### src/hdl/srt_pkg.sv
// Package for the slot reservation table: sizes, codes and the
// command and status types shared by the controller and the datapath.
// Depends on nothing.
package srt_pkg;

    localparam int SLOT_COUNT = 16;
    localparam int SLOT_W     = (SLOT_COUNT > 1) ? $clog2(SLOT_COUNT) : 1;
    localparam int IDX_W      = 4;
    localparam int CNT_W      = 5;
    localparam int KEEP_W     = 4;
    localparam int OP_W       = 2;
    localparam int WAKE_W     = 2;

    localparam logic [CNT_W-1:0] COUNT_MAX  = 5'd31;
    localparam logic [CNT_W-1:0] FREE_RESET =
        (SLOT_COUNT < 31) ? CNT_W'(SLOT_COUNT) : COUNT_MAX;
    localparam logic [KEEP_W-1:0] KEEP_RESET = 4'd1;

    typedef enum logic [OP_W-1:0] {
        OP_RESERVE = 2'd0,
        OP_CONFIRM = 2'd1,
        OP_CLAIM   = 2'd2,
        OP_RELEASE = 2'd3
    } op_t;

    typedef enum logic [1:0] {
        MARK_FREE     = 2'd0,
        MARK_RESERVED = 2'd1,
        MARK_OCCUPIED = 2'd2
    } mark_t;

    typedef enum logic [WAKE_W-1:0] {
        WAKE_NONE      = 2'd0,
        WAKE_RESERVERS = 2'd1,
        WAKE_CLAIMERS  = 2'd2
    } wake_t;

    localparam logic STATUS_DONE = 1'b0;
    localparam logic STATUS_WAIT = 1'b1;

    typedef enum logic [1:0] {
        ST_IDLE = 2'b01,
        ST_EXEC = 2'b10
    } state_t;

    typedef struct packed {
        logic load_req;
        logic exec;
    } srt_cmd_t;

    typedef struct packed {
        logic rsp_blocked;
    } srt_stat_t;

endpackage

### src/hdl/srt_if.sv
// Valid/ready channel interfaces for request and response words.
// Depends on srt_pkg for the field widths.
interface srt_req_if;
    logic                       valid;
    logic                       ready;
    logic [srt_pkg::OP_W-1:0]   opcode;
    logic [srt_pkg::IDX_W-1:0]  slot_index;

    modport source (output valid, output opcode, output slot_index, input ready);
    modport sink   (input valid, input opcode, input slot_index, output ready);
endinterface

interface srt_rsp_if;
    logic                       valid;
    logic                       ready;
    logic                       status;
    logic [srt_pkg::IDX_W-1:0]  granted_slot;
    logic [srt_pkg::CNT_W-1:0]  free_count;
    logic [srt_pkg::CNT_W-1:0]  occupied_count;
    logic [srt_pkg::WAKE_W-1:0] wake_class;

    modport source (output valid, output status, output granted_slot,
                    output free_count, output occupied_count, output wake_class,
                    input ready);
    modport sink   (input valid, input status, input granted_slot,
                    input free_count, input occupied_count, input wake_class,
                    output ready);
endinterface

### src/hdl/srt_ctrl.sv
// Controller of the slot reservation table: takes a request word and
// sequences the execute step. Depends on srt_pkg.
module srt_ctrl (
    input  logic               clk,
    input  logic               rst_n,
    input  logic               req_valid,
    output logic               req_ready,
    input  srt_pkg::srt_stat_t stat,
    output srt_pkg::srt_cmd_t  cmd
);
    import srt_pkg::*;

    state_t state_reg;
    state_t state_next;

    always_comb
    begin
        state_next   = state_reg;
        req_ready    = 1'b0;
        cmd.load_req = 1'b0;
        cmd.exec     = 1'b0;
        case (state_reg)
            ST_IDLE:
            begin
                req_ready = 1'b1;
                if (req_valid)
                begin
                    cmd.load_req = 1'b1;
                    state_next   = ST_EXEC;
                end
            end
            ST_EXEC:
            begin
                if (!stat.rsp_blocked)
                begin
                    cmd.exec   = 1'b1;
                    state_next = ST_IDLE;
                end
            end
            default:
            begin
                state_next = ST_IDLE;
            end
        endcase
    end

    always_ff @(posedge clk or negedge rst_n)
    begin
        if (!rst_n)
        begin
            state_reg <= ST_IDLE;
        end
        else
        begin
            state_reg <= state_next;
        end
    end

endmodule

### src/hdl/srt_datapath.sv
// Datapath of the slot reservation table: slot marks, counters, the
// lowest-slot search, the update and the response register. Depends on srt_pkg.
module srt_datapath (
    input  logic                       clk,
    input  logic                       rst_n,
    input  logic [srt_pkg::OP_W-1:0]   opcode,
    input  logic [srt_pkg::IDX_W-1:0]  slot_index,
    input  logic                       cfg_we,
    input  logic [srt_pkg::KEEP_W-1:0] cfg_wdata,
    input  srt_pkg::srt_cmd_t          cmd,
    output srt_pkg::srt_stat_t         stat,
    srt_rsp_if.source                  rsp
);
    import srt_pkg::*;

    mark_t              mark_reg [SLOT_COUNT];
    logic [CNT_W-1:0]   free_reg;
    logic [CNT_W-1:0]   occ_reg;
    logic [KEEP_W-1:0]  keep_reg;
    op_t                op_reg;
    logic [IDX_W-1:0]   idx_reg;

    logic               rsp_valid_reg;
    logic               status_reg;
    logic [IDX_W-1:0]   slot_reg;
    logic [CNT_W-1:0]   free_out_reg;
    logic [CNT_W-1:0]   occ_out_reg;
    logic [WAKE_W-1:0]  wake_reg;

    logic               free_hit;
    logic [SLOT_W-1:0]  free_pos;
    logic               occ_hit;
    logic [SLOT_W-1:0]  occ_pos;
    logic               idx_ok;
    logic [SLOT_W-1:0]  idx_slot;
    logic               mark_we;
    logic [SLOT_W-1:0]  mark_addr;
    mark_t              mark_val;
    logic [CNT_W-1:0]   free_next;
    logic [CNT_W-1:0]   occ_next;
    logic               status_next;
    logic [IDX_W-1:0]   slot_next;
    wake_t              wake_next;

    always_comb
    begin
        free_hit = 1'b0;
        free_pos = '0;
        occ_hit  = 1'b0;
        occ_pos  = '0;
        for (int i = SLOT_COUNT - 1; i >= 0; i--)
        begin
            if (mark_reg[i] == MARK_FREE)
            begin
                free_hit = 1'b1;
                free_pos = SLOT_W'(i);
            end
            if (mark_reg[i] == MARK_OCCUPIED)
            begin
                occ_hit = 1'b1;
                occ_pos = SLOT_W'(i);
            end
        end
    end

    assign idx_ok   = (int'(idx_reg) < SLOT_COUNT);
    assign idx_slot = SLOT_W'(idx_reg);

    always_comb
    begin
        mark_we     = 1'b0;
        mark_addr   = idx_slot;
        mark_val    = MARK_FREE;
        free_next   = free_reg;
        occ_next    = occ_reg;
        status_next = STATUS_DONE;
        slot_next   = idx_reg;
        wake_next   = WAKE_NONE;
        case (op_reg)
            OP_RESERVE:
            begin
                if ((free_reg > {1'b0, keep_reg}) && free_hit)
                begin
                    mark_we   = 1'b1;
                    mark_addr = free_pos;
                    mark_val  = MARK_RESERVED;
                    free_next = free_reg - 1'b1;
                    slot_next = IDX_W'(free_pos);
                    wake_next = WAKE_RESERVERS;
                end
                else
                begin
                    status_next = STATUS_WAIT;
                end
            end
            OP_CONFIRM:
            begin
                if (idx_ok)
                begin
                    mark_we   = 1'b1;
                    mark_val  = MARK_OCCUPIED;
                    occ_next  = (occ_reg == COUNT_MAX) ? occ_reg : occ_reg + 1'b1;
                    wake_next = WAKE_CLAIMERS;
                end
            end
            OP_CLAIM:
            begin
                if ((occ_reg != '0) && occ_hit)
                begin
                    mark_we   = 1'b1;
                    mark_addr = occ_pos;
                    mark_val  = MARK_RESERVED;
                    occ_next  = occ_reg - 1'b1;
                    slot_next = IDX_W'(occ_pos);
                end
                else
                begin
                    status_next = STATUS_WAIT;
                end
            end
            OP_RELEASE:
            begin
                if (idx_ok)
                begin
                    mark_we   = 1'b1;
                    mark_val  = MARK_FREE;
                    free_next = (free_reg == COUNT_MAX) ? free_reg : free_reg + 1'b1;
                    wake_next = (free_next > {1'b0, keep_reg}) ? WAKE_RESERVERS
                                                               : WAKE_CLAIMERS;
                end
            end
            default:
            begin
                status_next = STATUS_WAIT;
            end
        endcase
    end

    always_ff @(posedge clk or negedge rst_n)
    begin
        if (!rst_n)
        begin
            for (int i = 0; i < SLOT_COUNT; i++)
            begin
                mark_reg[i] <= MARK_FREE;
            end
            free_reg      <= FREE_RESET;
            occ_reg       <= '0;
            keep_reg      <= KEEP_RESET;
            rsp_valid_reg <= 1'b0;
        end
        else
        begin
            if (cfg_we)
            begin
                keep_reg <= cfg_wdata;
            end
            if (cmd.exec)
            begin
                if (mark_we)
                begin
                    mark_reg[mark_addr] <= mark_val;
                end
                free_reg      <= free_next;
                occ_reg       <= occ_next;
                rsp_valid_reg <= 1'b1;
            end
            else if (rsp.ready)
            begin
                rsp_valid_reg <= 1'b0;
            end
        end
    end

    always_ff @(posedge clk)
    begin
        if (cmd.load_req)
        begin
            op_reg  <= op_t'(opcode);
            idx_reg <= slot_index;
        end
        if (cmd.exec)
        begin
            status_reg   <= status_next;
            slot_reg     <= slot_next;
            free_out_reg <= free_next;
            occ_out_reg  <= occ_next;
            wake_reg     <= wake_next;
        end
    end

    assign stat.rsp_blocked  = rsp_valid_reg && !rsp.ready;
    assign rsp.valid          = rsp_valid_reg;
    assign rsp.status         = status_reg;
    assign rsp.granted_slot   = slot_reg;
    assign rsp.free_count     = free_out_reg;
    assign rsp.occupied_count = occ_out_reg;
    assign rsp.wake_class     = wake_reg;

`ifndef SYNTHESIS
    a_exec_no_overwrite: assert property (@(posedge clk) disable iff (!rst_n)
        cmd.exec |-> !(rsp_valid_reg && !rsp.ready))
        else $error("Execute step overwrote a pending response.");

    a_wait_keeps_counts: assert property (@(posedge clk) disable iff (!rst_n)
        (cmd.exec && status_next == STATUS_WAIT)
        |=> ($stable(free_reg) && $stable(occ_reg)))
        else $error("A must-wait operation changed the counters.");

    a_reserve_takes_one: assert property (@(posedge clk) disable iff (!rst_n)
        (cmd.exec && op_reg == OP_RESERVE && status_next == STATUS_DONE)
        |=> (free_reg == $past(free_reg) - 1'b1))
        else $error("A granted reserve did not take exactly one free slot.");

    a_claim_takes_one: assert property (@(posedge clk) disable iff (!rst_n)
        (cmd.exec && op_reg == OP_CLAIM && status_next == STATUS_DONE)
        |=> (occ_reg == $past(occ_reg) - 1'b1))
        else $error("A granted claim did not take exactly one occupied slot.");
`endif

endmodule

### src/hdl/slot_reservation_table.sv
// Top level of the slot reservation table: controller plus datapath.
// Depends on srt_pkg, srt_if, srt_ctrl and srt_datapath.
//
//   Channel   Dir  Handshake          Word
//   req       in   valid/ready        opcode, slot_index
//   rsp       out  valid/ready        status, granted_slot, free_count,
//                                     occupied_count, wake_class
//   cfg       in   cfg_we             keep_free in cfg_wdata
//
// The idle state takes each request word, and the execute state then searches
// the slot marks for the lowest matching slot and applies the update.
// The response sits in an output register, so the next request is taken
// while an earlier response waits; the execute step stalls only while
// that register is still full. Reset frees all slots at once and sets
// keep_free to one.
module slot_reservation_table (
    input  logic                       clk,
    input  logic                       rst_n,
    srt_req_if.sink                    req,
    srt_rsp_if.source                  rsp,
    input  logic                       cfg_we,
    input  logic [srt_pkg::KEEP_W-1:0] cfg_wdata
);
    import srt_pkg::*;

    srt_cmd_t  cmd;
    srt_stat_t stat;
    logic      ctl_ready;

    srt_ctrl u_ctrl (
        .clk       (clk),
        .rst_n     (rst_n),
        .req_valid (req.valid),
        .req_ready (ctl_ready),
        .stat      (stat),
        .cmd       (cmd)
    );

    srt_datapath u_datapath (
        .clk        (clk),
        .rst_n      (rst_n),
        .opcode     (req.opcode),
        .slot_index (req.slot_index),
        .cfg_we     (cfg_we),
        .cfg_wdata  (cfg_wdata),
        .cmd        (cmd),
        .stat       (stat),
        .rsp        (rsp)
    );

    assign req.ready = ctl_ready;

endmodule

### src/flat_wrapper.sv
// flat-port wrapper written by rule: the top's interface ports become plain ports
module slot_reservation_table_flat import srt_pkg::*;
  (clk, rst_n, cfg_we, cfg_wdata, req_valid, req_opcode, req_slot_index, req_ready, rsp_valid, rsp_status, rsp_granted_slot, rsp_free_count, rsp_occupied_count, rsp_wake_class, rsp_ready);
  srt_req_if req_i ();
  srt_rsp_if rsp_i ();
  input  logic clk;
  input  logic rst_n;
  input  logic cfg_we;
  input  logic [srt_pkg::KEEP_W-1:0] cfg_wdata;
  input wire logic [$bits(req_i.valid)-1:0] req_valid;
  input wire logic [$bits(req_i.opcode)-1:0] req_opcode;
  input wire logic [$bits(req_i.slot_index)-1:0] req_slot_index;
  output wire logic [$bits(req_i.ready)-1:0] req_ready;
  output wire logic [$bits(rsp_i.valid)-1:0] rsp_valid;
  output wire logic [$bits(rsp_i.status)-1:0] rsp_status;
  output wire logic [$bits(rsp_i.granted_slot)-1:0] rsp_granted_slot;
  output wire logic [$bits(rsp_i.free_count)-1:0] rsp_free_count;
  output wire logic [$bits(rsp_i.occupied_count)-1:0] rsp_occupied_count;
  output wire logic [$bits(rsp_i.wake_class)-1:0] rsp_wake_class;
  input wire logic [$bits(rsp_i.ready)-1:0] rsp_ready;
  assign req_i.valid = req_valid;
  assign req_i.opcode = req_opcode;
  assign req_i.slot_index = req_slot_index;
  assign req_ready = req_i.ready;
  assign rsp_valid = rsp_i.valid;
  assign rsp_status = rsp_i.status;
  assign rsp_granted_slot = rsp_i.granted_slot;
  assign rsp_free_count = rsp_i.free_count;
  assign rsp_occupied_count = rsp_i.occupied_count;
  assign rsp_wake_class = rsp_i.wake_class;
  assign rsp_i.ready = rsp_ready;
  slot_reservation_table u_core (.clk(clk), .rst_n(rst_n), .req(req_i), .rsp(rsp_i), .cfg_we(cfg_we), .cfg_wdata(cfg_wdata));
endmodule
### config.mk
export PLATFORM = sky130hd
export DESIGN_NAME = slot_reservation_table_flat
export DESIGN_NICKNAME = d
export VERILOG_FILES = /design/src/hdl/srt_pkg.sv /design/src/hdl/srt_if.sv /design/src/hdl/srt_ctrl.sv /design/src/hdl/srt_datapath.sv /design/src/hdl/slot_reservation_table.sv /design/src/flat_wrapper.sv
export SDC_FILE = /design/constraint.sdc
export NUM_CORES = 1
export LEC_CHECK = 0
export BUFFER_PORTS_ARGS = -buffer_cell sky130_fd_sc_hd__buf_2
export CORE_MARGIN = 1.5
export CORE_UTILIZATION = 54
export CTS_CLUSTER_DIAMETER = 40
export CTS_CLUSTER_SIZE = 20
export DETAILED_ROUTE_END_ITERATION = 8
export GPL_ROUTABILITY_DRIVEN = 0
export HOLD_SLACK_MARGIN = 0.12
export PLACE_DENSITY_LB_ADDON = 0.05
export RECOVER_POWER = 25
export SETUP_SLACK_MARGIN = 0.02
export SYNTH_ARGS = -nofsm -noshare
export SYNTH_HDL_FRONTEND = slang
export SYNTH_SLANG_ARGS = --single-unit
### constraint.sdc
create_clock -name clk -period 3.2 [get_ports clk]
set_input_delay 0.32 -clock clk [delete_from_list [all_inputs] [get_ports clk]]
set_output_delay 0.32 -clock clk [all_outputs]
set_load 0.005 [all_outputs]
==> results.ini <==
[die]
ios = 34
rows = 32
die-area_um2 = 8395
fp.dieH_um = 91.63
coreArea_um2 = 7647
initial_core_util_pct = 55.46
die_width_um = 91.63

[final_layout]
fin_area_um2 = 4896
layout-drive-gt1-share_pct = 26.74
fin_util_pct = 64.02
layout.nets = 487
largest_register_ffs = 32
syn_to_final_growth_pct = 15.43
fillCellCount = 633
antennaDiodeCount = 0

[global_route]
gr-total-overflow = 0
grt_use_total_pct = 24.24
grt_start_max_net_pins = 50
grt_pass1_wl_um = 15660
grt_pass1_vias = 3196
antenna_found_initial = 0

[pwr]
powerDensity_nw_per_um2 = 587.5
worst_ir_drop_vdd_mv = 0.2319
leakagePower_nw = 2.149
p_total_mw = 2.876

[yosys]
synth_largest_area_cell = dfrtp_1
ys_seq_area_share_pct = 45.28
synth_nets = 434
yosys.cell_types.count = 68
yosys-top-cells-count = 46 x dfrtp_1, 35 x nand2_1, 30 x mux2_2
yosys_warnings = 0
yosysTopAreaCellShare_pct = 27.14
yosysMostFrequentCell = dfrtp_1
synth_edf_count = 23
synth_ff_type = dfrtp_1
syn_avg_cell_area_um2 = 10.55
netlist_area_um2 = 4242
synth_cells = 402
synth-seq-cells = 72
synthTopCellsByArea = dfrtp_1 27%, edfxtp_1 16%, mux2_2 8.0%, ha_1 5.0%, nand2_1 3.1%
synthArstFlopShare_pct = 68.06

[sta]
report.final.slew_viol_count = 50
hold_viol = 0
min_period_ns = 3.057
fin_tns_setup_ns = 0
max_slew_margin_pct = -78.91
timing.fmax_ghz = 0.3272
clock-skew-final_ns = 0.01255
finalSetupViolCount = 0
tightest_slew_ns = 2.684
grt_setup_unrepaired = false
whs_ns = 0.1332
period_share_pct = 95.52

[critical_path]
required_ns = 3.43
r2r_end = u_core.u_datapath.mark_reg[23]$_DFFE_PN0P_
crit_type = flop to flop
crit_arrival_ns = 3.29
crit_chain = and2b_1, and4b_1, and4_1, o22a_1, or2_1, a211o_2, buf_12, nor4_4, mux2_1
worst_r2r_path_depth = 9
cp-start-kind = flop
slowest_delay_ns = 0.45
cp-end-kind = flop
slowest_stage = a211o_2
r2r_start = u_core.u_datapath.mark_reg[8]$_DFFE_PN0P_
critPathMaxFanout = 11
r2r_slack_ns = 0.14

[outcome]
violations = capacitance limit, slew limit
status = finished, violations left

[clock_network]
clk_pin_slew_worst_paths_ns = 0.08
clock_latency_ns = 0.36
tritoncts = done
cts_buffer_depth = 2
cts_buffers = 9
clock-sinks = 72
cts-root-buf = clkbuf_8
htreeDepth = 3

[detailed_routing]
wl_met1_um = 4316
vias = 3218
routed_wl_um = 9540
drt_iter0_markers = 152
drc = 0
drt-wirelength-per-cell_um = 16.98
first_pass_iters = 4
routed-wl-met2_um = 4723
viasPerCell = 5.726
wl_met3_um = 305
ant_nets = 0
top_layer_used = met4

[min_path]
hp-start = req_opcode[1]
holdCritPathClass = primary input to flop
hold_end = u_core.u_datapath.op_reg[1]$_DFFE_PP_
holdPathStages = 1

[placement]
dp_hpwl_um = 7015
numPortBuffers = 33
postPlaceCellArea_um2 = 4639

[flow_run]
drv_cap = 1

[cells by family (layout without fill, tap and decap cells)]
group                    Yosys count  count (layout)  share of synthesized area [%]
AND/OR/NAND/NOR                  146             146                          20.47
XOR/XNOR                           6               6                          1.239
buffers and inverters             33              91                          3.097
adder cells (fa/ha/maj)           17              17                          5.015
flip-flops                        72              72                          45.28
AO/OA/AOI/OAI                     87              87                          14.04
multiplexers                      41              41                          10.86
[power by group]
part           switching, mW  total, mW  leakage [nW]  internal, mW
registers             0.0852       1.15         0.872          1.07
clock network          0.337      0.684        0.0983         0.347
logic                  0.594       1.04          1.18         0.446
[cells in the final DEF (no fill, tap or decap), drive strengths merged, types with 4 or more instances in the layout]
cell / instances
a211oi: 4
a21oi: 21
buf: 52
clkbuf: 15
dfrtp: 46
edfxtp: 23
ha: 17
inv: 21
mux2: 40
nand2: 35
nand2b: 18
nand3: 10
nand4: 10
nor2: 26
nor2b: 13
nor3: 8
nor4: 7
nor4b: 5
o21ai: 18
o22ai: 9
o32ai: 4
xnor2: 4
[worst max-delay path: cells and delay by family (launching register included)]
kind                   cells  cell delay (ns)
AND/OR/NAND/NOR            5             1.35
AO/OA/AOI/OAI              2             0.62
flip-flops                 1             0.42
multiplexers               1             0.35
buffers and inverters      1             0.18
[through the flow]
stage               setup slack (ns)  cells
floorplan                     0.1034    402
global placement             0.07111    544
detailed placement          -0.02127    544
CTS                          0.07612    561
global route                 0.03788    562
finish                        0.1435    562
[timing repair]
action,in CTS,in global routing
buffers inserted,1,1
hold buffers,0,0
gates resized for setup,1,9
pin swaps,1,2
setup endpoints to repair,4,26
[worst max path at each step]
stage	to	from
2_1_floorplan	u_core.u_datapath.mark_reg[18]$_DFFE_PN0P_	u_core.u_datapath.free_reg[1]$_DFFE_PN0P_
3_3_place_gp	u_core.u_datapath.mark_reg[12]$_DFFE_PN0P_	u_core.u_datapath.mark_reg[8]$_DFFE_PN0P_
3_5_place_dp	u_core.u_datapath.mark_reg[21]$_DFFE_PN0P_	u_core.u_datapath.free_reg[1]$_DFFE_PN0P_
4_1_cts	u_core.u_datapath.mark_reg[12]$_DFFE_PN0P_	u_core.u_datapath.mark_reg[8]$_DFFE_PN0P_
5_1_grt	u_core.u_datapath.mark_reg[7]$_DFFE_PN0P_	u_core.u_datapath.keep_reg[1]$_DFFE_PN0P_
6_report	u_core.u_datapath.mark_reg[23]$_DFFE_PN0P_	u_core.u_datapath.mark_reg[8]$_DFFE_PN0P_
[area by class of cell]
cell class | count | area, um2 | area share, %
Multi-Input combinational cell | 297 | 2248 | 45.92
Clock buffer | 13 | 170.2 | 3.476
Tap cell | 102 | 127.6 | 2.607
Sequential cell | 72 | 1921 | 39.23
Clock inverter | 3 | 15.01 | 0.3067
Timing Repair Buffer | 54 | 332.8 | 6.798
Inverter | 21 | 81.33 | 1.661
[routing by layer]
metal  vias to the layer above  GRT usage, %
li1                       1598             -
met1                      1534         30.60
met2                        69         42.35
met3                        17         3.648
met4                         0         8.333
met5                         -             0
No activity file was read; power rests on OpenSTA's default activity.
